==> src/rtl/core/usm_pkg.sv <==
// ----------------------------------------------------------------------------
// usm_pkg
// Shared widths, register codes and pipeline control types for the 3x3
// unsharp mask block.
// ----------------------------------------------------------------------------
`timescale 1ns / 1ps
`default_nettype none

package usm_pkg;

	localparam int PIX_W    = 8;
	localparam int CNT_W    = 9;
	localparam int GAIN_W   = 10;
	localparam int CSUM_W   = 10;
	localparam int SUM_W    = 12;
	localparam int PROD_W   = 18;
	localparam int APB_AW   = 4;
	localparam int RND_HALF = 128;

	typedef enum logic [1:0] {
		REG_FRAME_WIDTH   = 2'd0,
		REG_FRAME_HEIGHT  = 2'd1,
		REG_GAIN_ORIGINAL = 2'd2,
		REG_GAIN_BLURRED  = 2'd3
	} usm_reg_t;

	localparam logic [CNT_W-1:0]  FRAME_WIDTH_RST   = 9'd256;
	localparam logic [CNT_W-1:0]  FRAME_HEIGHT_RST  = 9'd256;
	localparam logic [GAIN_W-1:0] GAIN_ORIGINAL_RST = 10'd448;
	localparam logic [GAIN_W-1:0] GAIN_BLURRED_RST  = 10'd192;

	// Which results an item produces: emit_a is the pixel left of the
	// current column, emit_b the right-edge pixel at the end of a row.
	typedef struct packed {
		logic emit_a;
		logic emit_b;
		logic frame_end;
	} usm_emit_t;

	typedef struct packed {
		usm_emit_t        emit;
		logic             row_ge1;
		logic             row_ge2;
		logic             draining;
		logic             col_first;
		logic [CNT_W-1:0] col;
	} usm_ctl_t;

endpackage

`default_nettype wire

==> src/rtl/core/usm_line_buf.sv <==
// ----------------------------------------------------------------------------
// usm_line_buf
// Two-row line store in one synchronous memory, with read-modify-write of
// each column entry and a bypass for back-to-back accesses to one column.
// ----------------------------------------------------------------------------
`timescale 1ns / 1ps
`default_nettype none

module usm_line_buf import usm_pkg::*; #(
	parameter int MAX_WIDTH = 256
) (
	input  wire logic             clk,
	input  wire logic             arst_n,
	input  wire logic             rd_valid,
	input  wire usm_ctl_t         rd_ctl,
	input  wire logic [PIX_W-1:0] rd_pixel,
	output logic                  valid_s1,
	output usm_ctl_t              ctl_s1,
	output logic [PIX_W-1:0]      top,
	output logic [PIX_W-1:0]      mid,
	output logic [PIX_W-1:0]      pix
);

	localparam int AW    = $clog2(MAX_WIDTH);
	localparam int ENT_W = 2 * PIX_W;

	// Each entry holds {older row, newer row} for one column.
	logic [ENT_W-1:0] mem_q [MAX_WIDTH];
	logic [ENT_W-1:0] rd_data_s1;
	logic [ENT_W-1:0] byp_data_s1;
	logic [ENT_W-1:0] entry;
	logic [ENT_W-1:0] wr_data;
	logic             byp_s1;
	logic [PIX_W-1:0] pixel_s1;
	logic [PIX_W-1:0] older;
	logic [PIX_W-1:0] newer;
	logic [AW-1:0]    rd_addr;
	logic [AW-1:0]    wr_addr;

	assign rd_addr = AW'(rd_ctl.col);
	assign wr_addr = AW'(ctl_s1.col);

	// The memory returns the old entry when the item just ahead wrote the
	// same column in the read cycle, so its write data is taken instead.
	assign entry = byp_s1 ? byp_data_s1 : rd_data_s1;
	assign older = entry[ENT_W-1:PIX_W];
	assign newer = entry[PIX_W-1:0];

	assign mid     = newer;
	assign top     = ctl_s1.row_ge2 ? older : newer;
	assign pix     = ctl_s1.draining ? newer : pixel_s1;
	assign wr_data = {newer, pix};

	always_ff @(posedge clk) begin
		if (rd_valid) begin
			rd_data_s1 <= mem_q[rd_addr];
		end
		if (valid_s1) begin
			mem_q[wr_addr] <= wr_data;
		end
	end

	always_ff @(posedge clk or negedge arst_n) begin
		if (!arst_n) begin
			valid_s1 <= 1'b0;
			byp_s1   <= 1'b0;
		end else begin
			valid_s1 <= rd_valid;
			byp_s1   <= rd_valid & valid_s1 & (rd_ctl.col == ctl_s1.col);
		end
	end

	always_ff @(posedge clk) begin
		ctl_s1      <= rd_ctl;
		pixel_s1    <= rd_pixel;
		byp_data_s1 <= wr_data;
	end

endmodule

`default_nettype wire

==> config.mk <==
export PLATFORM = sky130hd
export DESIGN_NAME = usm_line_buf
export DESIGN_NICKNAME = d
export VERILOG_FILES = /design/src/rtl/core/usm_pkg.sv /design/src/rtl/core/usm_line_buf.sv
export SDC_FILE = /design/constraint.sdc
export NUM_CORES = 2
export LEC_CHECK = 0
export BUFFER_PORTS_ARGS = -buffer_cell sky130_fd_sc_hd__buf_2
export CORE_UTILIZATION = 45
export CTS_BUF_LIST = sky130_fd_sc_hd__clkbuf_2 sky130_fd_sc_hd__clkbuf_4 sky130_fd_sc_hd__clkbuf_8
export CTS_CLUSTER_DIAMETER = 60
export DETAILED_ROUTE_END_ITERATION = 8
export PLACE_DENSITY_LB_ADDON = 0.05
export SLEW_MARGIN = 10
export SYNTH_ARGS = -nofsm -noshare
export SYNTH_HDL_FRONTEND = slang
export SYNTH_SLANG_ARGS = --single-unit
==> constraint.sdc <==
create_clock -name clk -period 6.3 [get_ports clk]
set_input_delay 0.315 -clock clk [delete_from_list [all_inputs] [get_ports clk]]
set_output_delay 0.315 -clock clk [all_outputs]
set_load 0.05 [all_outputs]
[Word-level counts from Yosys, hierarchy flattened]
Memory sizes are Yosys's and may differ from the RTL's. A register that Yosys moved wholly into a read port is not among the register bits.
Cells that the tools add are included.
Storage, ports and cells
  bits in registers: 42
  bits in writable memories: 4096
  input bits: 27
  output and inout port bits: 41
  word-level logic and storage cells: 21
  memories: 1
Operators by class
  equal/unequal tests: 1
  muxes and demuxes: 5
  bitwise operators: 2
Memory list
  mem_q: words 256, bits a word 16, rd ports 1, clocked after Yosys merged registers in 1, write ports 1, line usm_line_buf.sv:28  | logic [ENT_W-1:0] mem_q [MAX_WIDTH];
Operators by type and width (count)
  $mux W16: 1
  $mux W8: 2
  $eq A9 B9 Y1: 1
  $and A1 B1 Y1: 2
  $mux W1: 2

[Logic depth before layout (Yosys ltp)]
  depth in word-level cells: 2
  mapped depth: 12
  gate-level depth less buffers: 7

[Worst setup path after synthesis]
OpenSTA, ideal clock, no wires.
  path type: flip-flop to flip-flop
  from: register byp_s1
  to: memory mem_q[0][5] (netlist name), data pin
  setup time: 593 ps
  data arrival time: 5469 ps
  path slack: 238 ps
  stages on the path, launching flop included: 5
  path buffers: 2
  clock period less this slack: 6062 ps
  cells stage by stage: dfrtp_1 -> clkbuf_1 -> clkbuf_1 -> mux2_2 -> mux2_2
Between the ends
  cells in the longest elaborated chain, start to end: 2
Ends and longest elaborated chain
  from (decl): line usm_line_buf.sv:33  | logic byp_s1;
  from (signal assigned): line usm_line_buf.sv:69  | byp_s1 <= rd_valid & valid_s1 & (rd_ctl.col == ctl_s1.col);
  $mux W16: line usm_line_buf.sv:45  | assign entry = byp_s1 ? byp_data_s1 : rd_data_s1;
  named net mid[5]: line usm_line_buf.sv:20  | output logic [PIX_W-1:0] mid,
  $mux W8: line usm_line_buf.sv:51  | assign pix = ctl_s1.draining ? newer : pixel_s1;
  named net pix[5]: line usm_line_buf.sv:21  | output logic [PIX_W-1:0] pix
  to (decl): line usm_line_buf.sv:28
The timed path passes the listed nets, and every way through them passes these cells.

[Final worst setup path]
  from: register byp_s1
  to: output port pix[0]
Between the ends
  cells in the longest elaborated chain, start to end: 2
Ends and longest elaborated chain (line)
  $mux W16: usm_line_buf.sv:45
  $mux W8: usm_line_buf.sv:51
  to (decl): usm_line_buf.sv:21
No other way between the ends.

==> qor.csv <==
metric,value,unit
result of the run,"finished, final reports clean",
worst-path maximum fanout,86,
final worst-path cycle share,77.36,%
total half-perimeter wirelength after legalization and detailed placement,287.2,mm
Core Area,353500,sq um
Inserted Clock Buffers,691,
die footprint,358800,sq um
Final Net Count,8349,
maximum buffer depth of the clock tree,4,
RSZ-0062 raised after global routing,false,
global routing usage summed across all routing layers,26.42,%
level count of the clock H-tree,6,
Post-synth EDFFs,4112,
synthesis-to-finish area growth,13.96,%
row count,218,
count of unresolved DRC violations after routing,0,
fraction of registers with async set/reset,0.04815,%
predominant post-synthesis flop cell,edfxtp_1,
vias in the first global route,82816,
Cell variety after synth,63,
Worst-path clk slew,60,ps
post-synthesis area per instance,21.41,sq um
maximum achievable frequency,205.2,MHz
number of vias per cell after detailed routing,6.015,
power per unit of standard cell area,318.4,nW/um^2
Detail Route Antenna Nets,0,
Clock Sinks,4154,
setup TNS after final layout,0,ps
# Max-Cap Violations,0,
largest net degree at the start of global routing,185,
detailed router's first-iteration violation count,9098,
starting density of the core,45.37,%
number of buffers inserted by post-CTS setup repair,0,
clock tree from TritonCTS,yes,
detailed-route wire length per cell,34.99,um
number of standard cells after synthesis,7492,
fraction of layout cells with a size suffix above 1,30.35,%
setup slack of the worst register-to-register path,2110,ps
transition at the pin with the smallest max-transition slack,1305,ps
Pre-Repair DR Iteration Count,6,
setup violation total in the final timing report,0,
"flops & latches, synth",4154,
Pleak,58.37,nW
drt total wl,476.5,mm
headroom to the max-slew limit,13.03,%
shortest clock period the worst path allows after layout,4874,ps
endpoint arrival time on the critical path,4560,ps
post-synthesis instance area,160400,sq um
remaining global-route overflow,0,
number of slew-limit violations in the final report,0,
total via count after detailed routing,81901,
Synth Net Count,7519,
routability congestion estimate from global placement,0.8508,
WHS,159.1,ps
horizontal die dimension,599.0,um
Critical Path End Type,output pin,
"Data required, critical path",5980,ps
number of antenna violations at the first check in global routing,28,
vertical die dimension,599.0,um
Hold Crit Class,in2reg,
count of input and output buffers,67,
startpoint kind of the worst setup timing path,flop,
first-pass GRT wire length,661.1,mm
clock skew,48.85,ps
share of synthesized area occupied by flip-flops and latches,77.52,%
worst setup path class,reg2out,
clock insertion delay at the later pin of the skew report,1210,ps
VDD IR max,238.0,uV
Ys Warns,0,
Final Hold Vio Count,0,
master cell of the clock root buffer,clkbuf_8,
Top-Level Pins,68,
-- worst max-delay path, stage by stage, from the launching register on --
cell and delay (ps):
dfrtp_1 800, buf_4 430, mux2_8 610, mux2_8 580
buf_2 400
-- what timing repair did --
action	CTS	global route
hold buffers	43	0
resized for setup	0	0
hold endpoints to repair	42	0
-- synthesized netlist by cell type, drive strengths merged (51+ instances only) --
cell type | n | area share (%)
a21oi | 82 | 0.26
buf | 256 | 1.2
mux4 | 829 | 12
mux2i | 505 | 3.2
clkbuf | 209 | 0.49
a221oi | 110 | 0.60
a22oi | 51 | 0.24
mux2 | 91 | 0.64
nand2 | 71 | 0.17
o22ai | 205 | 0.80
nor2 | 357 | 0.84
o221ai | 94 | 0.52
nor3 | 147 | 0.46
edfxtp | 4112 | 77
-- sequential cells by signal (all words and copies together) (netlist names) --
name         flops
byp_data_s1     16
byp_s1           1
ctl_s1          16
mem_q         4096
pixel_s1         8
rd_data_s1      16
valid_s1         1
-- layer usage --
metal | GRT usage, % | up-vias | routed length (um)
met5 | 0 | - | 31
met4 | 7.968 | 4 | 14730
met3 | 3.859 | 706 | 30220
met2 | 43.83 | 3252 | 235600
met1 | 36.40 | 44467 | 195900
li1 | - | 33472 | -
-- path summary, 6_finish.rpt --
kind	start	end	cells after the start
setup / recovery	byp_s1$_DFF_PN0_	pix[0]	4
hold / removal	rd_ctl[0]	ctl_s1[0]$_DFF_P_	3
setup reg to reg	ctl_s1[3]$_DFF_P_	mem_q[56][2]$_DFFE_PP_	4
hold reg to reg	byp_data_s1[3]$_DFF_P_	byp_data_s1[11]$_DFF_P_	1
max in group asynchronous	arst_n	byp_s1$_DFF_PN0_	4
min in group asynchronous	arst_n	valid_s1$_DFF_PN0_	4
-- report_power, final --
| group | internal [W] | switching (W) | leakage [nW] |
|---|---|---|---|
| Clock | 0.0124 | 0.0108 | 7.05 |
| Sequential | 0.0311 | 0.0000641 | 37.3 |
| Combinational | 0.00105 | 0.00278 | 14.0 |
-- cells by family (layout without fill, tap and decap cells) --
logic type | count (synthesis) | in the layout | synth area share (%)
buffers and inverters | 468 | 1846 | 1.705
AO/OA/AOI/OAI | 716 | 716 | 3.258
multiplexers | 1425 | 1425 | 15.43
flip-flops | 4154 | 4154 | 77.52
other | 0 | 15 | 0
AND/OR/NAND/NOR | 720 | 720 | 2.034
XOR/XNOR | 9 | 9 | 0.04915
-- per-stage QoR --
step                      worst slack [ps]  utilization [%]  instances  total power [W]  instance area, sq um
after CTS                             1351            51.68      13599          0.05871                182700
final                                 1426            51.70      13615          0.05820                182800
after detailed placement             944.0            47.78      12315          0.03555                168900
after global placement               582.9            47.76      12312          0.03546                168800
after global routing                  1379            51.69      13604          0.05992                182700
after floorplan                      237.9                -       7492          0.03379                160400
-- cells in the final DEF (no fill, tap or decap), drive strengths merged, types with 11 or more instances in the layout --
master	synthesis	routed
diode	0	15
a22o	28	28
o211ai	13	13
dfxtp	40	40
o221ai	94	94
mux2	91	91
nand4	16	16
mux2i	505	505
o21ai	23	23
nor4	25	25
nand3	36	36
clkinv	1	203
nor2b	13	13
a31oi	12	12
clkinvlp	0	22
buf	256	558
a2111oi	35	35
and2	14	14
o22ai	205	205
inv	2	25
o21a	21	21
a211oi	16	16
a221oi	110	110
mux4	829	829
a22oi	51	51
edfxtp	4112	4112
nor3	147	147
nand2	71	71
clkbuf	209	989
a21oi	82	82
dlygate4sd3	0	43
a221o	11	11
nor2	357	357
-- cell type report --
cell class	count	area (sq um)
fill	28400	170700
sequential	4154	124300
multi-input combinational	2870	34000
clock buffer	988	11920
tap	4730	5918
timing repair buffer	602	5102
clock inverter	253	1431
antenna	15	37.54
inverter	3	26.28
Note: power is estimated with default switching activity, not from simulation.
