<file path="config.mk">
export PLATFORM = sky130hd
export DESIGN_NAME = usm_crispen
export DESIGN_NICKNAME = d
export VERILOG_FILES = /design/src/rtl/core/usm_pkg.sv /design/src/rtl/core/usm_crispen.sv
export SDC_FILE = /design/constraint.sdc
export NUM_CORES = 1
export LEC_CHECK = 0
export BUFFER_PORTS_ARGS = -buffer_cell sky130_fd_sc_hd__buf_2
export CORE_MARGIN = 1
export CORE_UTILIZATION = 45
export DETAILED_ROUTE_END_ITERATION = 12
export SYNTH_ARGS = -nofsm -noshare
export SYNTH_HDL_FRONTEND = slang
export SYNTH_SLANG_ARGS = --single-unit
</file>
<file path="constraint.sdc">
create_clock -name clk -period 3.5 [get_ports clk]
set_clock_uncertainty 0.2 [all_clocks]
set_input_delay 0.175 -clock clk [delete_from_list [all_inputs] [get_ports clk]]
set_output_delay 0.175 -clock clk [all_outputs]
set_load 0.005 [all_outputs]
</file>
<file path="src/rtl/core/usm_pkg.sv">
// ----------------------------------------------------------------------------
// usm_pkg
// Shared widths, register codes and pipeline control types for the 3x3
// unsharp mask block.
// ----------------------------------------------------------------------------
`timescale 1ns / 1ps
`default_nettype none

package usm_pkg;

	localparam int PIX_W    = 8;
	localparam int CNT_W    = 9;
	localparam int GAIN_W   = 10;
	localparam int CSUM_W   = 10;
	localparam int SUM_W    = 12;
	localparam int PROD_W   = 18;
	localparam int APB_AW   = 4;
	localparam int RND_HALF = 128;

	typedef enum logic [1:0] {
		REG_FRAME_WIDTH   = 2'd0,
		REG_FRAME_HEIGHT  = 2'd1,
		REG_GAIN_ORIGINAL = 2'd2,
		REG_GAIN_BLURRED  = 2'd3
	} usm_reg_t;

	localparam logic [CNT_W-1:0]  FRAME_WIDTH_RST   = 9'd256;
	localparam logic [CNT_W-1:0]  FRAME_HEIGHT_RST  = 9'd256;
	localparam logic [GAIN_W-1:0] GAIN_ORIGINAL_RST = 10'd448;
	localparam logic [GAIN_W-1:0] GAIN_BLURRED_RST  = 10'd192;

	// Which results an item produces: emit_a is the pixel left of the
	// current column, emit_b the right-edge pixel at the end of a row.
	typedef struct packed {
		logic emit_a;
		logic emit_b;
		logic frame_end;
	} usm_emit_t;

	typedef struct packed {
		usm_emit_t        emit;
		logic             row_ge1;
		logic             row_ge2;
		logic             draining;
		logic             col_first;
		logic [CNT_W-1:0] col;
	} usm_ctl_t;

endpackage

`default_nettype wire

</file>
<file path="src/rtl/core/usm_crispen.sv">
// ----------------------------------------------------------------------------
// usm_crispen
// Rounds the blur, weights centre and blur by the Q8 gains, and saturates
// the difference to an 8-bit pixel for both result lanes.
// ----------------------------------------------------------------------------
`timescale 1ns / 1ps
`default_nettype none

module usm_crispen import usm_pkg::*; (
	input  wire logic              clk,
	input  wire logic              arst_n,
	input  wire logic [GAIN_W-1:0] gain_original,
	input  wire logic [GAIN_W-1:0] gain_blurred,
	input  wire logic              valid_s2,
	input  wire usm_emit_t         emit_s2,
	input  wire logic [SUM_W-1:0]  sum_a_s2,
	input  wire logic [SUM_W-1:0]  sum_b_s2,
	input  wire logic [PIX_W-1:0]  cen_a_s2,
	input  wire logic [PIX_W-1:0]  cen_b_s2,
	output logic                   valid_s3,
	output usm_emit_t              emit_s3,
	output logic [PIX_W-1:0]       res_a,
	output logic [PIX_W-1:0]       res_b
);

	logic [SUM_W-1:0]  rnd_a;
	logic [SUM_W-1:0]  rnd_b;
	logic [PIX_W-1:0]  blur_a;
	logic [PIX_W-1:0]  blur_b;
	logic [PROD_W-1:0] pf_a_s3;
	logic [PROD_W-1:0] pl_a_s3;
	logic [PROD_W-1:0] pf_b_s3;
	logic [PROD_W-1:0] pl_b_s3;

	function automatic logic [PIX_W-1:0] saturate(
		input logic [PROD_W-1:0] pf,
		input logic [PROD_W-1:0] pl
	);
		logic [PROD_W+1:0] d;
		d = {2'b00, pf} - {2'b00, pl} + (PROD_W+2)'(RND_HALF);
		if (d[PROD_W+1]) begin
			saturate = '0;
		end else if (d[PROD_W:2*PIX_W] != '0) begin
			saturate = '1;
		end else begin
			saturate = d[2*PIX_W-1:PIX_W];
		end
	endfunction

	// Blur divides the 16-weight sum with rounding half up.
	assign rnd_a  = sum_a_s2 + SUM_W'(8);
	assign rnd_b  = sum_b_s2 + SUM_W'(8);
	assign blur_a = rnd_a[SUM_W-1:4];
	assign blur_b = rnd_b[SUM_W-1:4];

	always_ff @(posedge clk or negedge arst_n) begin
		if (!arst_n) begin
			valid_s3 <= 1'b0;
		end else begin
			valid_s3 <= valid_s2;
		end
	end

	always_ff @(posedge clk) begin
		emit_s3 <= emit_s2;
		pf_a_s3 <= PROD_W'(gain_original) * PROD_W'(cen_a_s2);
		pl_a_s3 <= PROD_W'(gain_blurred) * PROD_W'(blur_a);
		pf_b_s3 <= PROD_W'(gain_original) * PROD_W'(cen_b_s2);
		pl_b_s3 <= PROD_W'(gain_blurred) * PROD_W'(blur_b);
	end

	assign res_a = saturate(pf_a_s3, pl_a_s3);
	assign res_b = saturate(pf_b_s3, pl_b_s3);

endmodule

`default_nettype wire

</file>
# --- After elaboration in Yosys (flattened, before gate mapping) ---
# Cells that the tools add are included.
# Widths: inputs -> output; s select.
op_classes:
  n_addsub: 6
  mul: 4
  div: 0
  order_cmp: 0
  eq_ne: 0
  shift: 0
  muxes: 4
  n_bitwise: 0
  n_reduce_logical: 2
op_table:
  columns: ["op", "n"]
  rows:
  - ["$mul 10x8->18", 4]
  - ["$add 19x9->20 const B", 2]
  - ["$sub 18x18->19", 2]
  - ["$mux 8", 4]
  - ["$add 12x4->12 const B", 2]
  - ["$reduce_bool 3->1", 2]
word_totals:
  register_bits: 76
  latch_bits: 0
  mem_bits_rw: 0
  romBits: 0
  input_bits: 66
  word_cells: 24
  n_memories: 0

# --- Depth between registers and ports, before layout ---
logic_depth:
  ltp_word: 5
  ltp_mapped: 22
  depth_no_buf: 22

# --- Worst setup path after synthesis ---
# OpenSTA, ideal clock, no wires.
synth_path:
  path_type: "input to register"
  start: "input sum_a_s2[3]"
  end: "register pl_a_s3[16]"
  arrival_time_ns: 5.060
  required_ns: 3.221
  setup_slack_ns: -1.839
  path_stages: 19
  n_path_buf: 0
  cell_sequence: "ha_1 -> nand3_1 -> xor2_1 -> nand2b_1 -> fa_1 -> fa_1 -> inv_1 -> fa_1 -> inv_1 -> fa_1 -> inv_1 -> ha_1 -> a21oi_1 -> nand2b_1 -> a21boi_0 -> o31a_1 -> o41ai_2 -> or4b_2 -> o211ai_1"
synth_between:
  elab_chain_cells: 2
synth_rtl:
  columns: ["element", "line", "rtl"]
  rows:
  - ["from (decl)", "usm_crispen.sv:16", "input wire logic [SUM_W-1:0] sum_a_s2,"]
  - ["$add 12x4->12", "usm_crispen.sv:51", "assign rnd_a = sum_a_s2 + SUM_W'(8);"]
  - ["$mul 10x8->18", "usm_crispen.sv:67", "pl_a_s3 <= PROD_W'(gain_blurred) * PROD_W'(blur_a);"]
  - ["to (signal assigned)", "usm_crispen.sv:67", null]
  - ["to (decl)", "usm_crispen.sv:31", "logic [PROD_W-1:0] pl_a_s3;"]
# No other way between the ends.

# --- Final worst setup path ---
# Ends and elaborated chain as after synthesis.

==> results.txt <==
In the synthesized netlist the dominant register cell turns out to be dfxtp_1. The H-tree depth is 3. The CTS clock-pin slew for the worst setup and hold paths is 60 ps. The required time reported for the critical path endpoint is 3570 ps.

The via total after detailed routing is 12500. The endpoint arrival time on the critical path is 4750 ps. In this run the remaining antenna-violating nets after routing total 0. The floorplan step defined a die boundary enclosing 32800 um2. The standard cell with the maximum stage delay on the critical path is fa_1. Setup repair after global routing could not meet its margin everywhere.

The final clock period utilization by the worst path came out at 1.34. The power per cell area is 957 nW/um2. The number of antenna diodes in the final layout is 0. The setup slack at placement came out at -1690 ps. The count of endpoints failing hold in the final timing report is 0.

The signal on the critical path passes through buf_6, ha_4, buf_6, nand4_1, xor2_2, nand2b_4, fa_1, fa_1, inv_1, fa_1, inv_1, fa_1, inv_2, ha_4, a21oi_4, nand2b_4, a21boi_2, o31a_1, o41ai_2, or4b_4, o211ai_1. Max-cap violations in this run came to 0. The count of buffers from port buffering is 79. The number of global-route vias before repair came out at 13200. The sequential area share after synthesis is 0.106. The critical path is of the in -> reg type. Setup slack on the critical path of the routed design comes to -1180 ps. The area taken by multi-input logic gates came out at 13400 um2.

The die outline height is 181 um. The number of distinct library cells after synthesis is 88. The final core utilization is 0.648. Of the cells placed in the final design, the portion with a size suffix greater than 1 is 0.374. The last weighted congestion value of the routability-driven placer came out at 0.885. The area growth from synthesis to final layout came out at 41.4%. The total leakage power came out at 10.1 nW. The starting utilization of the core area came out at 0.458.

The placeable core area is 31600 um2. The total detailed-routing wirelength is 35.0 mm. The buffer depth of the longest clock path is 2.

The startpoint kind of the worst setup timing path is a primary input. Subtracting the final worst setup slack from the clock period gives 4680 ps. The highest ir drop seen on vdd came out at 1.39 mV. The synthesized netlist net count is 2102. Once layout is done, the placed cells without fillers occupy 20400 um2. The detailed-route vias per instance came out at 5.03.

The all-layer global routing usage is 0.218. The half-perimeter wire length of the detailed placement result came out at 27.5 mm. Headroom to the max-slew limit came out at 0.618.

The die span in x came out at 181 um. The final setup violation count is 54. The path category of the worst min-delay check is in -> reg.

The flow ran to the end, but the final reports show violations. The average detailed-routed wire length per instance came out at 14.1 um. The number of DRC markers after the initial detailed-route iteration came out at 453. The overall overflow remaining after global route came out at 0. The synthesized design contains 76 register bits. The yosys synthesis warning count is 0.

In this run the clock root is driven by a clkbuf_16. The average instance in the mapped netlist occupies 8.74 um2. After routing, the total negative slack on setup checks comes to -26520 ps.

The boundary pin count is 86. In this design, the stage delay of the slowest critical-path cell is 490 ps. The cell row count is 65. The slew at the pin closest to its max-slew limit came out at 569 ps. The number of synthesized flops with an enable pin came out at 0. The number of clock buffers inserted by TritonCTS is 9. The first-pass GRT wire length is 59.6 mm. The detailed-route DRC error count is 0. At the end of the flow, the number of nets in the layout was 2518.

The endpoint type of the worst setup path is a register. The maximum achievable frequency came out at 0.214 GHz. The share of flip-flops with an asynchronous set or reset after synthesis is 0.0132. Along the worst path, the maximum fanout reaches 4. CTS saw 76 sinks. The gate count after technology mapping came out at 1654. The most numerous cell type found on the critical path is fa_1.

The overall power after layout is 19.6 mW. The count of fill cells added during filler insertion is 2593. The combined flip-flop and latch cell area is 1530 um2. The final reports fail on setup timing. The number of max-slew violations in the final report was 0. The pin count of the biggest net entering global routing came out at 16. The initial antenna violation count came out at 0. The total cell area at the placement stage is 17800 um2.

The TritonCTS clock tree is built. The cell area that synthesis handed to floorplanning was 14500 um2. The pre-antenna-repair detailed-routing pass consisted of 6 iterations.
[per-stage QoR]
step | hold slack (ps) | instances
after floorplan | -321 | 1654
after global placement | -251 | 2375
after detailed placement | -250 | 2375
after CTS | 16.1 | 2454
after global routing | 40.5 | 2477
final | 26.2 | 2477
[layout make-up]
| class | count | share of cell area |
|---|---|---|
| flip-flops and latches | 76 | 0.0750 |
| clock inverters | 6 | 0.00343 |
| multi-input cells | 1238 | 0.654 |
| repair buffers | 449 | 0.176 |
| well taps | 402 | 0.0246 |
| clock buffers | 10 | 0.0117 |
| inverters | 296 | 0.0545 |
[final timing paths]
kind	from	cells past startpoint	slack (ps)	to
worst max-delay path	sum_a_s2[3]	21	-1180	pl_a_s3[16]
min in group asynchronous	arst_n	3	460	valid_s3
worst min-delay path	gain_original[0]	3	30	pf_a_s3[0]
max in group asynchronous	arst_n	3	2530	valid_s3
[report_power, final]
| part | total (mW) | internal, mW | leakage (nW) | switching [mW] |
|---|---|---|---|---|
| Combinational | 17.1 | 8.98 | 9.30 | 8.16 |
| Sequential | 1.46 | 1.31 | 0.643 | 0.152 |
| Clock | 0.964 | 0.576 | 0.142 | 0.388 |
[Yosys cell counts, drive strengths merged (3+ instances only)]
cell type | count | area (um2)
inv | 296 | 1110
fa | 192 | 3840
ha | 190 | 2380
and2 | 149 | 932
nand2 | 117 | 439
nor2b | 100 | 626
dfxtp | 75 | 1500
nor2 | 66 | 255
xnor2 | 54 | 492
a21oi | 45 | 244
o21ai | 45 | 225
clkbuf | 39 | 146
xor2 | 29 | 254
nand2b | 25 | 156
nor3 | 23 | 115
nand3 | 19 | 100
a21o | 16 | 123
a21boi | 11 | 82.6
nand4 | 11 | 68.8
a211oi | 10 | 92.6
nor4 | 10 | 62.6
o21a | 10 | 75.1
and3 | 9 | 56.3
o211ai | 9 | 77.6
o41ai | 7 | 68.8
or4 | 6 | 45.0
a2111oi | 5 | 81.3
buf | 5 | 30.0
o31ai | 5 | 37.5
or2 | 5 | 31.3
a221oi | 4 | 35.0
a311oi | 4 | 41.3
a31oi | 4 | 31.3
a211o | 3 | 27.5
a31o | 3 | 26.3
a41o | 3 | 30.0
maj3 | 3 | 30.0
nand4b | 3 | 26.3
o2111ai | 3 | 26.3
o211a | 3 | 30.0
o311ai | 3 | 26.3
o31a | 3 | 27.5
or3 | 3 | 23.8
[critical path, delay by kind of cell]
kind                       cells  cell delay [ps]
AOI/OAI and AO/OA              5              840
xor gates and xnor gates       1              190
adders and majority gates      6             2270
buffers and inverters          5              380
and+or+nand+nor                4              900
[cells by family (layout without fill, tap and decap cells)]
kind of cell,after synthesis,in the layout,share of synthesized area
compound gates,211,211,0.108
xor+xnor,83,83,0.0516
fa+ha+maj,385,385,0.432
buf+inv,340,761,0.0891
flops,76,76,0.106
mux,3,3,0.00303
simple gates,556,556,0.210
[sequential cells by signal (all words and copies together), names as in the netlist]
| signal | count |
|---|---|
| pf_b_s3 | 18 |
| valid_s3 | 1 |
| pl_a_s3 | 18 |
| pf_a_s3 | 18 |
| emit_s3 | 3 |
| pl_b_s3 | 18 |
[layout by cell type (no fill, tap or decap), types with 10 or more instances in the layout]
master,Yosys,final
o21ai_2,0,18
nor3_1,23,20
a21o_1,14,13
nor2b_2,0,14
nand2_1,117,101
and2_4,0,17
nand2b_1,25,17
buf_2,3,56
ha_4,0,34
nor2b_1,100,78
a21oi_2,2,20
o21a_1,10,10
dfxtp_1,75,70
inv_1,296,261
nand2_2,0,10
nor4_1,10,10
o21ai_1,4,10
buf_6,1,58
nand4_1,11,11
xnor2_1,53,36
a21oi_1,42,15
fa_1,192,183
buf_4,0,314
o21ai_0,41,12
nand3_1,18,13
nor2_1,65,55
xor2_1,29,18
and2_1,149,132
ha_1,190,152
xnor2_2,0,17
inv_2,0,34
a21oi_4,1,10
[layer usage]
layer	vias up	part of all wire	global-route usage
met5	-	0	0
met4	0	0.012	0.0407
met2	125	0.54	0.411
met1	6134	0.43	0.268
met3	39	0.020	0.0234
li1	6155	-	-
[what timing repair did]
item,4_1_cts,5_1_grt
setup endpoints to repair,56,56
pin swaps,163,94
endpoints found under the hold margin,5,0
setup buffers,64,29
resized for setup,243,128
hold buffers,6,0
Power figures use the tool's default switching activity.
