===== config.mk =====
export PLATFORM = sky130hd
export DESIGN_NAME = usm_window
export DESIGN_NICKNAME = d
export VERILOG_FILES = /design/src/rtl/core/usm_pkg.sv /design/src/rtl/core/usm_window.sv
export SDC_FILE = /design/constraint.sdc
export NUM_CORES = 1
export LEC_CHECK = 0
export ABC_AREA = 1
export ABC_CLOCK_PERIOD_IN_PS = 2610
export BUFFER_PORTS_ARGS = -buffer_cell sky130_fd_sc_hd__buf_2
export CAP_MARGIN = 15
export CELL_PAD_IN_SITES_DETAIL_PLACEMENT = 1
export CELL_PAD_IN_SITES_GLOBAL_PLACEMENT = 1
export CORE_MARGIN = 2
export CORE_UTILIZATION = 35
export DETAILED_ROUTE_END_ITERATION = 7
export PLACE_DENSITY = 0.75
export RECOVER_POWER = 100
export SLEW_MARGIN = 20
export SYNTH_ARGS = -nofsm -noshare
export SYNTH_HDL_FRONTEND = slang
export SYNTH_SLANG_ARGS = --single-unit
export TNS_END_PERCENT = 100

===== constraint.sdc =====
create_clock -name clk -period 2.61 [get_ports clk]
set_clock_uncertainty 0.1 [all_clocks]
set_input_delay 0.3915 -clock clk [delete_from_list [all_inputs] [get_ports clk]]
set_output_delay 0.3915 -clock clk [all_outputs]
set_load 0.01 [all_outputs]

===== src/rtl/core/usm_pkg.sv =====
// ----------------------------------------------------------------------------
// usm_pkg
// Shared widths, register codes and pipeline control types for the 3x3
// unsharp mask block.
// ----------------------------------------------------------------------------
`timescale 1ns / 1ps
`default_nettype none

package usm_pkg;

	localparam int PIX_W    = 8;
	localparam int CNT_W    = 9;
	localparam int GAIN_W   = 10;
	localparam int CSUM_W   = 10;
	localparam int SUM_W    = 12;
	localparam int PROD_W   = 18;
	localparam int APB_AW   = 4;
	localparam int RND_HALF = 128;

	typedef enum logic [1:0] {
		REG_FRAME_WIDTH   = 2'd0,
		REG_FRAME_HEIGHT  = 2'd1,
		REG_GAIN_ORIGINAL = 2'd2,
		REG_GAIN_BLURRED  = 2'd3
	} usm_reg_t;

	localparam logic [CNT_W-1:0]  FRAME_WIDTH_RST   = 9'd256;
	localparam logic [CNT_W-1:0]  FRAME_HEIGHT_RST  = 9'd256;
	localparam logic [GAIN_W-1:0] GAIN_ORIGINAL_RST = 10'd448;
	localparam logic [GAIN_W-1:0] GAIN_BLURRED_RST  = 10'd192;

	// Which results an item produces: emit_a is the pixel left of the
	// current column, emit_b the right-edge pixel at the end of a row.
	typedef struct packed {
		logic emit_a;
		logic emit_b;
		logic frame_end;
	} usm_emit_t;

	typedef struct packed {
		usm_emit_t        emit;
		logic             row_ge1;
		logic             row_ge2;
		logic             draining;
		logic             col_first;
		logic [CNT_W-1:0] col;
	} usm_ctl_t;

endpackage

`default_nettype wire


===== src/rtl/core/usm_window.sv =====
// ----------------------------------------------------------------------------
// usm_window
// 3x3 window kept as three column sums and three centre pixels, with edge
// replication at the first column and the 1-2-1 blur sums for both outputs.
// ----------------------------------------------------------------------------
`timescale 1ns / 1ps
`default_nettype none

module usm_window import usm_pkg::*; (
	input  wire logic             clk,
	input  wire logic             arst_n,
	input  wire logic             valid_s1,
	input  wire usm_ctl_t         ctl_s1,
	input  wire logic [PIX_W-1:0] top,
	input  wire logic [PIX_W-1:0] mid,
	input  wire logic [PIX_W-1:0] pix,
	output logic                  valid_s2,
	output usm_emit_t             emit_s2,
	output logic [SUM_W-1:0]      sum_a_s2,
	output logic [SUM_W-1:0]      sum_b_s2,
	output logic [PIX_W-1:0]      cen_a_s2,
	output logic [PIX_W-1:0]      cen_b_s2
);

	logic [CSUM_W-1:0] cs_q [3];
	logic [PIX_W-1:0]  md_q [3];
	logic [CSUM_W-1:0] cs_n [3];
	logic [PIX_W-1:0]  md_n [3];
	logic [CSUM_W-1:0] new_cs;
	logic [SUM_W-1:0]  sum_a;
	logic [SUM_W-1:0]  sum_b;
	logic              upd;

	assign upd    = valid_s1 & ctl_s1.row_ge1;
	assign new_cs = CSUM_W'(top) + CSUM_W'({mid, 1'b0}) + CSUM_W'(pix);

	// At the first column all three window columns take the new column,
	// which replicates the left border.
	always_comb begin
		cs_n[0] = ctl_s1.col_first ? new_cs : cs_q[1];
		cs_n[1] = ctl_s1.col_first ? new_cs : cs_q[2];
		cs_n[2] = new_cs;
		md_n[0] = ctl_s1.col_first ? mid : md_q[1];
		md_n[1] = ctl_s1.col_first ? mid : md_q[2];
		md_n[2] = mid;
	end

	// The right-edge output repeats the last column in place of a right one.
	assign sum_a = SUM_W'(cs_n[0]) + SUM_W'({cs_n[1], 1'b0}) + SUM_W'(cs_n[2]);
	assign sum_b = SUM_W'(cs_n[1]) + SUM_W'({cs_n[2], 1'b0}) + SUM_W'(cs_n[2]);

	always_ff @(posedge clk or negedge arst_n) begin
		if (!arst_n) begin
			for (int i = 0; i < 3; i++) begin
				cs_q[i] <= '0;
				md_q[i] <= '0;
			end
			valid_s2 <= 1'b0;
		end else begin
			if (upd) begin
				for (int i = 0; i < 3; i++) begin
					cs_q[i] <= cs_n[i];
					md_q[i] <= md_n[i];
				end
			end
			valid_s2 <= valid_s1;
		end
	end

	always_ff @(posedge clk) begin
		emit_s2  <= ctl_s1.emit;
		sum_a_s2 <= sum_a;
		sum_b_s2 <= sum_b;
		cen_a_s2 <= md_n[1];
		cen_b_s2 <= md_n[2];
	end

endmodule

`default_nettype wire


=== After elaboration in Yosys (flattened, before gate mapping) ===
Index checks and enable logic that the tools add are counted.

* Add/sub/neg operators: 6
* Mux-type cells: 3
* Bitwise gates (word level): 1

{| class="wikitable"
|+ Operators by type and width
! kind !! number
|-
| adder 10 x 11 -> 12 bit || 2
|-
| adder 12 x 10 -> 12 bit || 2
|-
| 2-to-1 mux 10 bit || 2
|-
| adder 10 x 8 -> 10 bit || 1
|-
| adder 8 x 9 -> 10 bit || 1
|-
| 2-to-1 mux 8 bit || 1
|-
| AND 1 bit || 1
|}

* Input bits: 43
* Register bits after elaboration: 72
* Word-level logic and storage cells: 21
* Output and inout port bits: 44

=== Depth between registers and ports, before layout ===
* Word-level depth: 5
* Gate-level depth with buffers: 25
* Mapped depth without buffers: 25

=== Worst setup path after synthesis ===
Ideal clock, no wire load.

* Kind: input to register
* From: input port top[1]
* To: register sum_b_s2[8]
* Setup slack: -1.382 ns
* Arrival time: 3.772 ns
* Required time: 2.390 ns
* Path buffers: 0
* Stages: 16
* Library setup time: 0.120 ns
* Path through: inv_1 fa_1 inv_1 ha_1 fa_1 xnor2_1 nand2_1 o21ai_0 fa_1 inv_1 ha_1 a21oi_1 o21ai_0 nand3_1 nand3_1 xor2_1

* Cells in the longest elaborated chain, start to end: 5

{| class="wikitable"
|+ Ends and longest elaborated chain
! item !! RTL line !! text
|-
| start, declared || usm_window.sv:14 || <nowiki>input wire logic [PIX_W-1:0] top,</nowiki>
|-
| adder 8 x 9 -> 10 bit (*) || usm_window.sv:35 || <nowiki>assign new_cs = CSUM_W'(top) + CSUM_W'({mid, 1'b0}) + CSUM_W'(pix);</nowiki>
|-
| adder 10 x 8 -> 10 bit (*) || usm_window.sv:35 ||
|-
| 2-to-1 mux 10 bit || usm_window.sv:41 || <nowiki>cs_n[1] = ctl_s1.col_first ? new_cs : cs_q[2];</nowiki>
|-
| adder 10 x 11 -> 12 bit || usm_window.sv:50 || <nowiki>assign sum_b = SUM_W'(cs_n[1]) + SUM_W'({cs_n[2], 1'b0}) + SUM_W'(cs_n[2]);</nowiki>
|-
| adder 12 x 10 -> 12 bit (*) || usm_window.sv:50 ||
|-
| via sum_b[8] || usm_window.sv:31 || <nowiki>logic [SUM_W-1:0] sum_b;</nowiki>
|-
| end signal, assigned || usm_window.sv:73 || <nowiki>sum_b_s2 <= sum_b;</nowiki>
|-
| end, declared || usm_window.sv:20 || <nowiki>output logic [SUM_W-1:0] sum_b_s2,</nowiki>
|}

Mark *: on every way through the listed nets, which the timed path passes. The rest lies on a longest branch.
A chain may end at the register's enable or synchronous reset.

=== Worst setup path in the final report ===
* From: input port mid[0]
* To: register sum_b_s2[10]

* Cells in the longest elaborated chain, start to end: 5

{| class="wikitable"
|+ Ends and longest elaborated chain
! item !! RTL line !! text
|-
| start, declared || usm_window.sv:15 || <nowiki>input wire logic [PIX_W-1:0] mid,</nowiki>
|-
| adder 8 x 9 -> 10 bit (*) || usm_window.sv:35 ||
|-
| adder 10 x 8 -> 10 bit (*) || usm_window.sv:35 ||
|-
| 2-to-1 mux 10 bit || usm_window.sv:41 ||
|-
| adder 10 x 11 -> 12 bit || usm_window.sv:50 ||
|-
| adder 12 x 10 -> 12 bit (*) || usm_window.sv:50 ||
|-
| via sum_b[10] || usm_window.sv:31 ||
|}

Marks and branches as above.

==> flow_summary.ini <==
[critical_path]
r2r_slack_ns = -0.07
r2r_worst_path_depth = 13
crit_fanout = 4
r2r-end = sum_a_s2[11]
critical_path.endpoint_type = register
arrival_ns = 3.81
regToRegStartpoint = cs_q[0]
timing.critical_path.from_type = primary input
worst-setup-path-type = primary input to register
critPathRequiredTime_ns = 2.76

[final_layout]
fillCellCount = 1363
final_layout_size_suffix_gt1_share_pct = 49.7
layout.cell_area.non_filler_um2 = 6730
final_nets = 779
area_growth_pct = 58.0
num_antenna_cells = 0

[die]
die_height_um = 114
floorplan.rows = 40
i_o_pin_count = 87
die_footprint_um2 = 13100
die_x_um = 114
design.core.area_um2 = 12000
starting_density_of_the_core_pct = 35.6

[clock_network]
clock_sink_count = 72
clk_latency_ns = 0.35
cts_inserted_buffers = 9
tritoncts = built
postCtsHoldBufs = 0
cts_root_buffer = clkbuf_16
htree_levels = 3
cts.path.max_buffers = 2
cts.reportedPaths.clkPinSlew_ns = 0.06

[logic_synthesis]
synth_compound_area_share_pct = 9.81
synthXorXnorAreaFrac_pct = 3.29
netlist_top_cells_area = dfxtp_1, dfrtp_1, fa_1
synth_seq_area_share_pct = 37.3
synth_largest_area_cell = dfxtp_1
netlist_area_before_placement_um2 = 4260
synth_adder_area_share_pct = 21.4
synth.yosys.warnings = 0
synth_top_area_share_pct = 20.2
yosys.cell_types.count = 31
synthesis.area_per_instance_um2 = 8.29
syn_nets = 616
synth_top_family_by_area = adder cells
post_synth_mux_area_share_pct = 0
netlist_instances = 514
simple_gate_area_share_of_the_yosys_netlist_pct = 19.0
ys_seq_elements = 72

[timing]
setup_viol = 20
worstMarginPinSlew_ns = 0.719
finalCritPeriodShare_pct = 140
fmax_mhz = 273
slew_headroom_pct = 52.0
slew_violations = 0
hold_ws_ns = -0.00988
setup_slack_ns = -1.05
setup_tns_ns = -15.59
finalCriticalPeriod_ns = 3.66
timing.final.hold_violations = 9
rsz0062_at_grt = true

[place]
finalWeightedCongestion = 0.816
port-buffer-count = 75
dp_hpwl_um = 9140
placed_instance_area_um2 = 5580
place_ws_ns = -1.36

[detailed_routing]
wire_per_inst_um = 19.3
detailroute.wirelength.met3_um = 462
routedLengthMet1_um = 6060
highest-signal-layer = met4
firstDrtPassIters = 6
drc = 0
vias = 4207
vias_per_cell = 5.07
routed-wl-met2_um = 8720
detailedRoute.firstIterationViolations = 164
postRouteAntennaNets = 0
routed_wire_length_um = 16000

[power]
total_switching_power_uw = 5170
cellInternalPower_uw = 6310
reg_power_share_pct = 13.9
power_uw = 11500
pwr-share-clk_pct = 12.3
pwr-share-comb_pct = 73.8
power_switching_share_pct = 45.0
leakagePower_uw = 0.00336
power.density_nw_per_um2 = 1700
worst_ir_drop_vdd_mv = 0.670

[global_routing]
antenna_found_initial = 0
grt_max_degree = 30
globalRouteOverflowTotal = 0
grt_pass1_wl_um = 22600
via_count_of_the_first_global_routing_pass = 4571
groute.usage.overall_pct = 22.6

[status]
outcome = complete, but fails checks
violations = hold timing, setup timing

[min_path]
min_path_type = primary input to async pin

[run]
drv.max_cap_violation_count = 0
-- cell usage after synthesis --
master	count
o21ai_1	3
nand3b_1	1
dfrtp_1	29
fa_1	23
xnor2_1	5
buf_2	2
o21ai_0	48
a21oi_1	18
or2_2	2
inv_2	2
o21ai_2	2
nand2_2	8
inv_4	1
nor2_2	1
o21bai_1	2
clkinv_1	1
nor2_1	13
xor2_1	11
ha_1	36
nand4_1	3
nand3_2	4
a211oi_1	2
o21a_1	1
nand3_1	30
inv_1	90
a21oi_2	2
nand2_4	1
clkbuf_1	8
dfxtp_1	43
or2_4	1
nand2_1	121
-- area by class of cell --
| type | instances | area (um2) | area share, % |
|---|---|---|---|
| Multi-Input combinational cell | 338 | 3140 | 46.6 |
| Sequential cell | 72 | 1590 | 23.6 |
| Timing Repair Buffer | 162 | 1120 | 16.6 |
| Tap cell | 147 | 184 | 2.73 |
| Inverter | 94 | 373 | 5.54 |
| Clock buffer | 12 | 258 | 3.83 |
| Clock inverter | 4 | 76.3 | 1.13 |
-- worst max path at each step --
stage / cells past startpoint / start / slack (ns) / end
after global routing: 24 / mid[0] / -1.20 / sum_b_s2[10]
after global placement: 18 / pix[1] / -1.28 / sum_b_s2[8]
final: 24 / mid[0] / -1.05 / sum_b_s2[10]
after detailed placement: 18 / pix[1] / -1.36 / sum_b_s2[8]
after floorplan: 20 / pix[1] / -0.98 / sum_b_s2[10]
after CTS: 23 / mid[0] / -0.88 / sum_a_s2[10]
-- critical path, cell delays in order --
cell      delay (ns)
buf_8           0.08
inv_4           0.03
fa_1            0.55
inv_2           0.05
ha_4            0.16
fa_2            0.38
nand2_2         0.09
nand2_4         0.07
nand2_4         0.09
xor2_4          0.23
buf_6           0.14
nand2_2         0.05
nand2_1         0.08
inv_1           0.05
ha_2            0.17
inv_2           0.07
nand2_2         0.06
ha_4            0.24
a21oi_4         0.18
nor2_2          0.07
a211oi_2        0.29
nand3_1         0.14
nand2_1         0.12
nand2_1         0.05
-- logic make-up after synthesis --
kind of cell             after synthesis
AO/OA/AOI/OAI                         78
XOR/XNOR                              16
adder cells (fa/ha/maj)               59
buffers and inverters                104
flip-flops                            72
AND/OR/NAND/NOR                      185
-- state kept, by name, indices dropped and copies added, names as in the netlist --
signal	cells
cen_a_s2	8
cen_b_s2	8
cs_q	20
emit_s2	3
md_q	8
sum_a_s2	12
sum_b_s2	12
valid_s2	1
-- what timing repair did --
action | CTS | global route
setup endpoints to repair | 20 | 20
resized for setup | 83 | 79
endpoints found under the hold margin | 0 | 0
pin swaps | 49 | 49
buffers inserted | 12 | 11
-- power groups by stage --
stage | Sequential (uW) | Combinational (uW) | Clock (uW)
after floorplan | 1700 | 3310 | 0
after global placement | 1580 | 5150 | 0
after detailed placement | 1590 | 5360 | 0
after CTS | 1580 | 6630 | 1420
after global routing | 1630 | 8950 | 1480
final | 1600 | 8460 | 1410
-- cell usage in the layout (no fill, tap or decap), drive strengths merged, types with 12 or more instances in the layout --
master | netlist | layout
a21oi | 20 | 20
buf | 2 | 162
ha | 36 | 36
o21ai | 53 | 53
fa | 23 | 23
nor2 | 14 | 14
inv | 93 | 93
nand3 | 34 | 34
dfrtp | 29 | 29
clkbuf | 8 | 12
dfxtp | 43 | 43
nand2 | 130 | 130
-- layer usage --
metal	global-route usage, %	up-vias
li1	-	1941
met1	24.9	2112
met2	42.1	104
met3	3.44	50
met4	11.4	0
met5	0	-
-- through the flow --
stage | utilization (%) | cells | hold slack [ns]
2_1_floorplan | - | 514 | -0.00409
3_3_place_gp | 46.6 | 796 | 0.359
3_5_place_dp | 46.6 | 796 | 0.361
4_1_cts | 53.2 | 822 | 0.0175
5_1_grt | 56.3 | 829 | 0.0352
6_report | 56.3 | 829 | -0.00988
Power figures use the tool's default switching activity.
