$ cat src/rtl/core/usm_pkg.sv
// ----------------------------------------------------------------------------
// usm_pkg
// Shared widths, register codes and pipeline control types for the 3x3
// unsharp mask block.
// ----------------------------------------------------------------------------
`timescale 1ns / 1ps
`default_nettype none

package usm_pkg;

	localparam int PIX_W    = 8;
	localparam int CNT_W    = 9;
	localparam int GAIN_W   = 10;
	localparam int CSUM_W   = 10;
	localparam int SUM_W    = 12;
	localparam int PROD_W   = 18;
	localparam int APB_AW   = 4;
	localparam int RND_HALF = 128;

	typedef enum logic [1:0] {
		REG_FRAME_WIDTH   = 2'd0,
		REG_FRAME_HEIGHT  = 2'd1,
		REG_GAIN_ORIGINAL = 2'd2,
		REG_GAIN_BLURRED  = 2'd3
	} usm_reg_t;

	localparam logic [CNT_W-1:0]  FRAME_WIDTH_RST   = 9'd256;
	localparam logic [CNT_W-1:0]  FRAME_HEIGHT_RST  = 9'd256;
	localparam logic [GAIN_W-1:0] GAIN_ORIGINAL_RST = 10'd448;
	localparam logic [GAIN_W-1:0] GAIN_BLURRED_RST  = 10'd192;

	// Which results an item produces: emit_a is the pixel left of the
	// current column, emit_b the right-edge pixel at the end of a row.
	typedef struct packed {
		logic emit_a;
		logic emit_b;
		logic frame_end;
	} usm_emit_t;

	typedef struct packed {
		usm_emit_t        emit;
		logic             row_ge1;
		logic             row_ge2;
		logic             draining;
		logic             col_first;
		logic [CNT_W-1:0] col;
	} usm_ctl_t;

endpackage

`default_nettype wire

$ cat src/rtl/core/usm_out_fifo.sv
// ----------------------------------------------------------------------------
// usm_out_fifo
// Result queue that takes up to two results per cycle and hands out one
// beat per cycle while m_axis_tready is high; it grants input only while
// room is reserved for every item in flight.
// ----------------------------------------------------------------------------
`timescale 1ns / 1ps
`default_nettype none

module usm_out_fifo import usm_pkg::*; (
	input  wire logic             clk,
	input  wire logic             arst_n,
	input  wire logic             push_valid,
	input  wire usm_emit_t        emit,
	input  wire logic [PIX_W-1:0] res_a,
	input  wire logic [PIX_W-1:0] res_b,
	input  wire logic [1:0]       busy,
	output logic                  in_ready,
	output logic                  m_axis_tvalid,
	input  wire logic             m_axis_tready,
	output logic [PIX_W-1:0]      m_axis_tdata,
	output logic                  m_axis_tlast,
	output logic                  m_axis_tuser
);

	localparam int DEPTH = 16;
	localparam int PW    = $clog2(DEPTH);
	localparam int CW    = $clog2(DEPTH + 1);

	typedef struct packed {
		logic             frame_last;
		logic             row_last;
		logic [PIX_W-1:0] pixel;
	} res_entry_t;

	res_entry_t     fifo_q [DEPTH];
	logic [PW-1:0]  wr_ptr_q;
	logic [PW-1:0]  rd_ptr_q;
	logic [CW-1:0]  count_q;
	logic [PW-1:0]  b_ptr;
	logic           push_a;
	logic           push_b;
	logic           pop;
	logic [1:0]     n_push;
	logic [CW:0]    reserve;
	res_entry_t     head;

	assign push_a = push_valid & emit.emit_a;
	assign push_b = push_valid & emit.emit_b;
	assign n_push = {1'b0, push_a} + {1'b0, push_b};
	assign b_ptr  = wr_ptr_q + PW'(push_a);
	assign pop    = m_axis_tvalid & m_axis_tready;

	// Every item in the pipeline may still bring two results.
	assign reserve  = (CW+1)'(count_q) + (CW+1)'({busy, 1'b0});
	assign in_ready = reserve <= (CW+1)'(DEPTH - 2);

	assign head          = fifo_q[rd_ptr_q];
	assign m_axis_tvalid = count_q != '0;
	assign m_axis_tdata  = head.pixel;
	assign m_axis_tlast  = head.row_last;
	assign m_axis_tuser  = head.frame_last;

	always_ff @(posedge clk) begin
		if (push_a) begin
			fifo_q[wr_ptr_q] <= '{frame_last: 1'b0, row_last: 1'b0, pixel: res_a};
		end
		if (push_b) begin
			fifo_q[b_ptr] <= '{frame_last: emit.frame_end, row_last: 1'b1, pixel: res_b};
		end
	end

	always_ff @(posedge clk or negedge arst_n) begin
		if (!arst_n) begin
			wr_ptr_q <= '0;
			rd_ptr_q <= '0;
			count_q  <= '0;
		end else begin
			wr_ptr_q <= wr_ptr_q + PW'(n_push);
			rd_ptr_q <= rd_ptr_q + PW'(pop);
			count_q  <= count_q + CW'(n_push) - CW'(pop);
		end
	end

`ifndef SYNTH
	a_count_bound: assert property (@(posedge clk) disable iff (!arst_n)
		count_q <= CW'(DEPTH))
		else $error("result queue holds more entries than its depth");

	a_push_room: assert property (@(posedge clk) disable iff (!arst_n)
		(n_push != 2'd0) |-> ((CW+1)'(count_q) + (CW+1)'(n_push) <= (CW+1)'(DEPTH)))
		else $error("result pushed without reserved room");

	a_frame_end_row: assert property (@(posedge clk) disable iff (!arst_n)
		(push_valid && emit.frame_end) |-> emit.emit_b)
		else $error("frame end flagged on a result that does not close a row");
`endif

endmodule

`default_nettype wire

$ cat config.mk
export PLATFORM = sky130hd
export DESIGN_NAME = usm_out_fifo
export DESIGN_NICKNAME = d
export VERILOG_FILES = /design/src/rtl/core/usm_pkg.sv /design/src/rtl/core/usm_out_fifo.sv
export SDC_FILE = /design/constraint.sdc
export NUM_CORES = 1
export LEC_CHECK = 0
export BUFFER_PORTS_ARGS = -buffer_cell sky130_fd_sc_hd__buf_2
export CAP_MARGIN = 10
export CORE_MARGIN = 1
export CORE_UTILIZATION = 60
export CTS_CLUSTER_DIAMETER = 120
export CTS_CLUSTER_SIZE = 12
export DETAILED_ROUTE_END_ITERATION = 7
export HOLD_SLACK_MARGIN = 0.03
export PLACE_DENSITY_LB_ADDON = 0.1
export SYNTH_ARGS = -nofsm -noshare
export SYNTH_HDL_FRONTEND = slang
export SYNTH_SLANG_ARGS = --single-unit
$ cat constraint.sdc
create_clock -name clk -period 3.7 [get_ports clk]
set_clock_uncertainty 0.15 [all_clocks]
set_input_delay 0.37 -clock clk [delete_from_list [all_inputs] [get_ports clk]]
set_output_delay 0.37 -clock clk [all_outputs]
set_load 0.03 [all_outputs]
### Word level (Yosys, flattened, before mapping)

Memory sizes are Yosys's and may differ from the RTL's.
Cells that the tools add are included.

* $add $sub $neg: 7
* order comparisons: 1
* muxes and demuxes: 4
* bitwise logic cells: 3
* reduce and logical (&&, ||, !) cells: 1

Operator list (count)
* $add 4x1->4: 2
* $add 5x3->6: 1
* $le 6x4->1 const B: 1
* $add 5x2->5: 1
* $reduce_bool 5->1: 1
* $sub 5x1->5: 1
* $add 4x2->4: 1
* $mux 1: 4
* $and 1x1->1: 3
* $add 1x1->2: 1

* register bits after elaboration: 13
* bits in writable memories: 160
* output and inout bits: 12
* word-level logic and storage cells: 20
* memories kept: 1

Memories
* fifo_q: depth 16, bits a word 10, rd ports 1, clocked after Yosys merged registers in 0, wr ports 2, line usm_out_fifo.sv:36 `res_entry_t fifo_q [DEPTH];`

### Depth between registers and ports, before layout

Gate-level depths: netlist (run 1).

* depth in word-level cells: 4
* mapped depth: 12

### Worst setup path after synthesis (run 1)

No wires, ideal clock.

* path type: input to register
* start point: input emit[2] (netlist bit)
* end point: memory fifo_q[13][0] (netlist bit) (enable)
* setup time: 0.379 ns
* arrival time: 2.411 ns
* data required time: 3.171 ns
* path slack: 0.760 ns
* cell stages on the path: 9
* path buffers: 3
* cell sequence: and2_1 -> clkbuf_1 -> ha_1 -> a21bo_2 -> a211o_1 -> buf_2 -> and2_1 -> clkbuf_1 -> o22ai_1

RTL lines
* start, declared: line usm_out_fifo.sv:14 `input wire usm_emit_t emit,`
* end, declared: line usm_out_fifo.sv:36

### Final worst setup path (run 1)

* start point: register rd_ptr_q[2]
* end point: output m_axis_tdata[0]

* longest elaborated chain between the ends: 1

RTL lines
* start, declared: line usm_out_fifo.sv:38 `logic [PW-1:0] rd_ptr_q;`
* start signal, assigned: line usm_out_fifo.sv:80 `rd_ptr_q <= rd_ptr_q + PW'(pop);`
* $mem_v2 16x10
* end, declared: line usm_out_fifo.sv:21 `output logic [PIX_W-1:0] m_axis_tdata,`

Every way passes these cells.

==> results_dict.tcl, run 1 <==
set metrics [dict create \
    synth_area_um2 9620 \
    synth_flop_cell "edfxtp_1" \
    cp-end-kind "output pin" \
    synth_top_area_frac 0.450 \
    synth-async-reset-ratio 0.0751 \
    path_class "flip-flop to output pin" \
    grt_pass1_wl_um 40400 \
    die_area_um2 16500 \
    clkTransAtPathRegs_ns 0.07 \
    cp_max_fo 21 \
    ys_seq_area_frac 0.517 \
    post-route-cell-area_um2 10800 \
    powerDensity_nw_per_um2 730 \
    insertion_delay_ns 0.42 \
    htree_levels 4 \
    ys_ff_latch 173 \
    rsz0062_at_grt "no" \
    maxSlewViolCount 0 \
    setup_violations 0 \
    clockBufferDepth 2 \
    tightest_slew_ns 1.10 \
    synth_area_leader_cell "edfxtp_1" \
    status "complete, no violations" \
    area_delta_synth_final_pct 11.8 \
    syn_inst 808 \
    nFillCells 1139 \
    hold_viol 0 \
    port_buffers 36 \
    max_freq_mhz 291 \
    core-area_um2 15400 \
    cts_resized 0 \
    cts_made_buffers 17 \
    antenna_left 0 \
    antenna_found_initial 0 \
    drive_gt1_frac 0.313 \
    hp-class "input pin to flip-flop" \
    hpwl_um 17500 \
    finish.utilization 0.697 \
    fin_crit_ns 3.44 \
    synth_area_leaders "edfxtp_1 45%, mux2_2 15%, nor2_1 5.9%" \
    synthDistinctLibCells 44 \
    wl_per_cell_um 25.0 \
    post_dp_cell_area_um2 10100 \
    irDropWorstVdd_mv 0.816 \
    syn_area_per_cell_um2 11.9 \
    drc 0 \
    drtIter0Drc 896 \
    final_nets 889 \
    wl_um 26700 \
    vias 6934 \
    critPathArrivalTime_ns 2.92 \
    synthTopCellsByCount "152 x nor2_1, 144 x edfxtp_1, 128 x mux2_2" \
    firstDrtPassIters 8 \
    p_leak_uw 0.00410 \
    pre_cts_slack_ns 0.531 \
    place_congestion 0.888 \
    yosysMostFrequentCell "nor2_1" \
    synth-edff-count 144 \
    cts_tree "done" \
    via_per_inst 6.49 \
    syn_nets 853 \
    layout_setup_ws_ns 0.262 \
    setup_tns_ns 0 \
    max_cap_viol_count 0 \
    timing.final.crit_share 0.929 \
    cts_sinks 173 \
    cts_root_buf "clkbuf_16" \
    diodes 0 \
    relSlewSlack 0.265 \
    num_io_pins 37 \
    ys_warn_count 0 \
    critPathLaunchType "flip-flop" \
    grt_pass1_vias 6835 \
    grt_overflow 0 \
    holdWs_ns 0.155 \
    grt_usage 0.344 \
    initial_utilization 0.623 \
    dieHeight_um 129 \
    rows 45 \
    die_w_um 129 \
    grt_max_degree 35 \
    critPathRequiredTime_ns 3.18 \
]
[what timing repair did]
item / CTS / global route
hold buffers: 1 / 0
hold endpoints to repair: 13 / 0
setup buffers: 0 / 0
[through the flow]
step           power (uW)  std cells
6_report             7850       1068
3_3_place_gp         5900       1035
2_1_floorplan        4960        808
4_1_cts              7810       1068
5_1_grt              8170       1068
3_5_place_dp         6000       1035
[power by group]
part / leakage (uW) / internal [uW] / switching [uW]
combinational: 0.00215 / 1170 / 2060
clock: 0.000295 / 1070 / 767
sequential: 0.00166 / 2460 / 321
[placed cells by master, fill, tap and decap left out, drive strengths merged, types with 13 or more instances in the layout]
cell / n
nor2: 158
edfxtp: 144
mux2: 128
buf: 71
nand2: 57
o21ai: 45
mux2i: 40
a221oi: 21
clkbuf: 21
mux4: 20
inv: 19
ha: 17
dfxtp: 16
dfrtp: 13
[worst max-delay path, cell delays in order, from the launching register on]
cell and delay (ns):
dfrtp_1 0.58, and2_1 0.57, a221oi_1 0.87, o21ai_0 0.16
nand2_1 0.10, buf_2 0.20
[registers in the layout, indices dropped and copies added (netlist names)]
| name | cells |
|---|---|
| wr_ptr_q | 4 |
| count_q | 5 |
| rd_ptr_q | 4 |
| fifo_q | 160 |
[worst paths after layout]
path / from / endpoint / slack, ns / cells past startpoint
max: rd_ptr_q[2] / m_axis_tdata[0] / 0.26 / 5
min: m_axis_tready / rd_ptr_q[0] / 0.15 / 3
max reg2reg: wr_ptr_q[0] / fifo_q[3][4] / 0.73 / 5
min reg2reg: fifo_q[10][8] / fifo_q[10][8] / 0.32 / 2
max in group asynchronous: arst_n / rd_ptr_q[0] / 2.92 / 2
min in group asynchronous: arst_n / wr_ptr_q[1] / 0.22 / 2
[layout make-up]
cell class	count	area (um2)	area share
multi-input cells	562	4350	0.405
inverters	18	67.6	0.00628
clock inverters	11	101	0.00943
clock buffers	21	514	0.0478
flip-flops and latches	173	4970	0.463
repair buffers	72	478	0.0445
well taps	211	264	0.0246
[per-layer routing]
metal  wire [um]  vias up  global-route usage  share of wire
met1       10500     3405               0.456           0.39
met5           0        -                   0              0
li1            -     3034                   -              -
met3        2580       67              0.0570          0.097
met2       12600      428               0.560           0.47
met4        1010        0               0.156          0.038
[logic make-up (layout without fill, tap and decap cells)]
family          Yosys count  count (layout)  synth area share
xor+xnor                  9               9           0.00820
flops                   173             173             0.517
fa+ha+maj                20              20            0.0284
buf+inv                  73             122            0.0307
simple gates            245             245             0.104
mux                     188             188             0.238
compound gates          100             100            0.0738
No activity file was read; power rests on OpenSTA's default activity.
==> inputs of run 2 (changes only) <==
--- a/config.mk
+++ b/config.mk
@@ -8,7 +8,7 @@
 export BUFFER_PORTS_ARGS = -buffer_cell sky130_fd_sc_hd__buf_2
 export CAP_MARGIN = 10
 export CORE_MARGIN = 1
-export CORE_UTILIZATION = 60
+export CORE_UTILIZATION = 38
 export CTS_CLUSTER_DIAMETER = 120
 export CTS_CLUSTER_SIZE = 12
 export DETAILED_ROUTE_END_ITERATION = 7
==> results_dict.tcl, run 2 (synthesis results as in run 1) <==
set metrics [dict create \
    crit_buf_inv 2 \
    htree_levels 4 \
    layout_common_cells "152 x nor2_1, 144 x edfxtp_1, 128 x mux2_2" \
    irDropWorstVdd_mv 0.516 \
    antenna_left 0 \
    initial_utilization 0.391 \
    maxSlewViolCount 0 \
    area_delta_synth_final_pct 13.2 \
    max_freq_mhz 302 \
    critical_path_depth 6 \
    dieHeight_um 161 \
    path_class "flip-flop to output pin" \
    reg2regPathDepth 5 \
    clockBufferDepth 2 \
    grt_pass1_wl_um 42800 \
    setup_tns_ns 0 \
    multiInputGateArea_um2 4370 \
    cts_made_buffers 17 \
    clkTransAtPathRegs_ns 0.07 \
    crit-reg2reg-launch "wr_ptr_q[0]" \
    holdBufCountCts 1 \
    antenna_found_initial 0 \
    cts_resized 0 \
    wl_per_cell_um 23.9 \
    critPathArrivalTime_ns 2.79 \
    grt_pass1_vias 7005 \
    die_w_um 161 \
    insertion_delay_ns 0.42 \
    cp-end-kind "output pin" \
    drive_gt1_frac 0.319 \
    post_dp_cell_area_um2 10300 \
    place_congestion 0.800 \
    cp_cell_sequence "buf_4 -> mux2i_1 -> a221oi_1 -> o21ai_0 -> nand2_1 -> buf_2" \
    grt_overflow 0 \
    cp-startpoint "rd_ptr_q[0]" \
    num_io_pins 37 \
    vias 6777 \
    rr_endpoint "fifo_q[1][7]" \
    holdWs_ns 0.177 \
    cts_tree "done" \
    wl_um 28400 \
    crit_family "flip-flops" \
    hp-class "input pin to flip-flop" \
    fin_cells 1186 \
    relSlewSlack 0.266 \
    hold_viol 0 \
    regMostFlops "fifo_q" \
    drc 0 \
    wl_met1_um 12400 \
    mostFrequentLayoutCell "nor2_1" \
    max_stage_delay_ns 0.84 \
    hpwl_um 19200 \
    core-area_um2 24600 \
    timing.final.crit_share 0.895 \
    rsz0062_at_grt "no" \
    cp_slowest_cell "dfrtp_4" \
    cts_sinks 173 \
    p_leak_uw 0.00409 \
    die_area_um2 26000 \
    largest_registers "fifo_q: 160 flops, count_q: 5 flops" \
    pre_cts_slack_ns 0.404 \
    seqCellArea_um2 4970 \
    powerDensity_nw_per_um2 721 \
    critPathLaunchType "flip-flop" \
    via_per_inst 5.71 \
    endpoint "m_axis_tdata[6]" \
    tightest_slew_ns 1.10 \
    firstDrtPassIters 5 \
    setup_violations 0 \
    layout_setup_ws_ns 0.389 \
    max_cap_viol_count 0 \
    wl_met2_um 13600 \
    port_buffers 36 \
    postCtsSetupBuffers 0 \
    largest_reg_flops 160 \
    diodes 0 \
    drtIter0Drc 584 \
    rows 57 \
    routed.top_layer "met4" \
    placedCellCount 1153 \
    post-route-cell-area_um2 10900 \
    cp_max_fo 32 \
    cts_root_buf "clkbuf_16" \
    critPathRequiredTime_ns 3.18 \
    final_nets 894 \
    status "complete, no violations" \
    r2r_setup_slack_ns 0.71 \
    fin_crit_ns 3.31 \
    nFillCells 2296 \
    wl_met3_um 1570 \
    grt_max_degree 41 \
    grt_usage 0.226 \
]
run 2: worst min-delay path by stage:
stage / start / endpoint / slack, ns / cells after the start
6_report: m_axis_tready / rd_ptr_q[0] / 0.18 / 3
5_1_grt: m_axis_tready / rd_ptr_q[0] / 0.19 / 3
4_1_cts: m_axis_tready / rd_ptr_q[0] / 0.17 / 3
3_5_place_dp: arst_n / rd_ptr_q[2] / 0.15 / 1
3_3_place_gp: arst_n / rd_ptr_q[1] / 0.14 / 1
2_1_floorplan: arst_n / count_q[0] / -0.08 / 0
run 2: worst reg2reg max path, stage by stage (launching register included):
cell     delay [ns]
dfrtp_1        0.45
ha_1           0.26
ha_1           0.34
or3_1          0.61
nor2_2         0.53
mux2_2         0.41
run 2: final cells by class:
cell class | count | share of cell area
timing repair buffer | 77 | 0.0451
sequential | 173 | 0.457
inverter | 18 | 0.00621
clock inverter | 14 | 0.0132
tap | 324 | 0.0373
multi-input combinational | 562 | 0.402
clock buffer | 18 | 0.0394
run 2: per-stage QoR:
stage / util / power [uW]
3_3_place_gp: 0.419 / 6060
6_report: 0.442 / 7850
5_1_grt: 0.442 / 8250
2_1_floorplan: - / 4960
4_1_cts: 0.442 / 7890
3_5_place_dp: 0.419 / 6120
run 2: report_power, final:
part / total (uW) / switching, uW / internal, uW
clock: 1770 / 775 / 994
combinational: 3320 / 2110 / 1210
sequential: 2760 / 300 / 2460
total: 7850 / 3180 / 4670
run 2: layer usage:
layer,up-vias,track usage
li1,3048,-
met1,3455,0.302
met2,235,0.372
met3,39,0.0280
met4,0,0.0892
met5,-,0
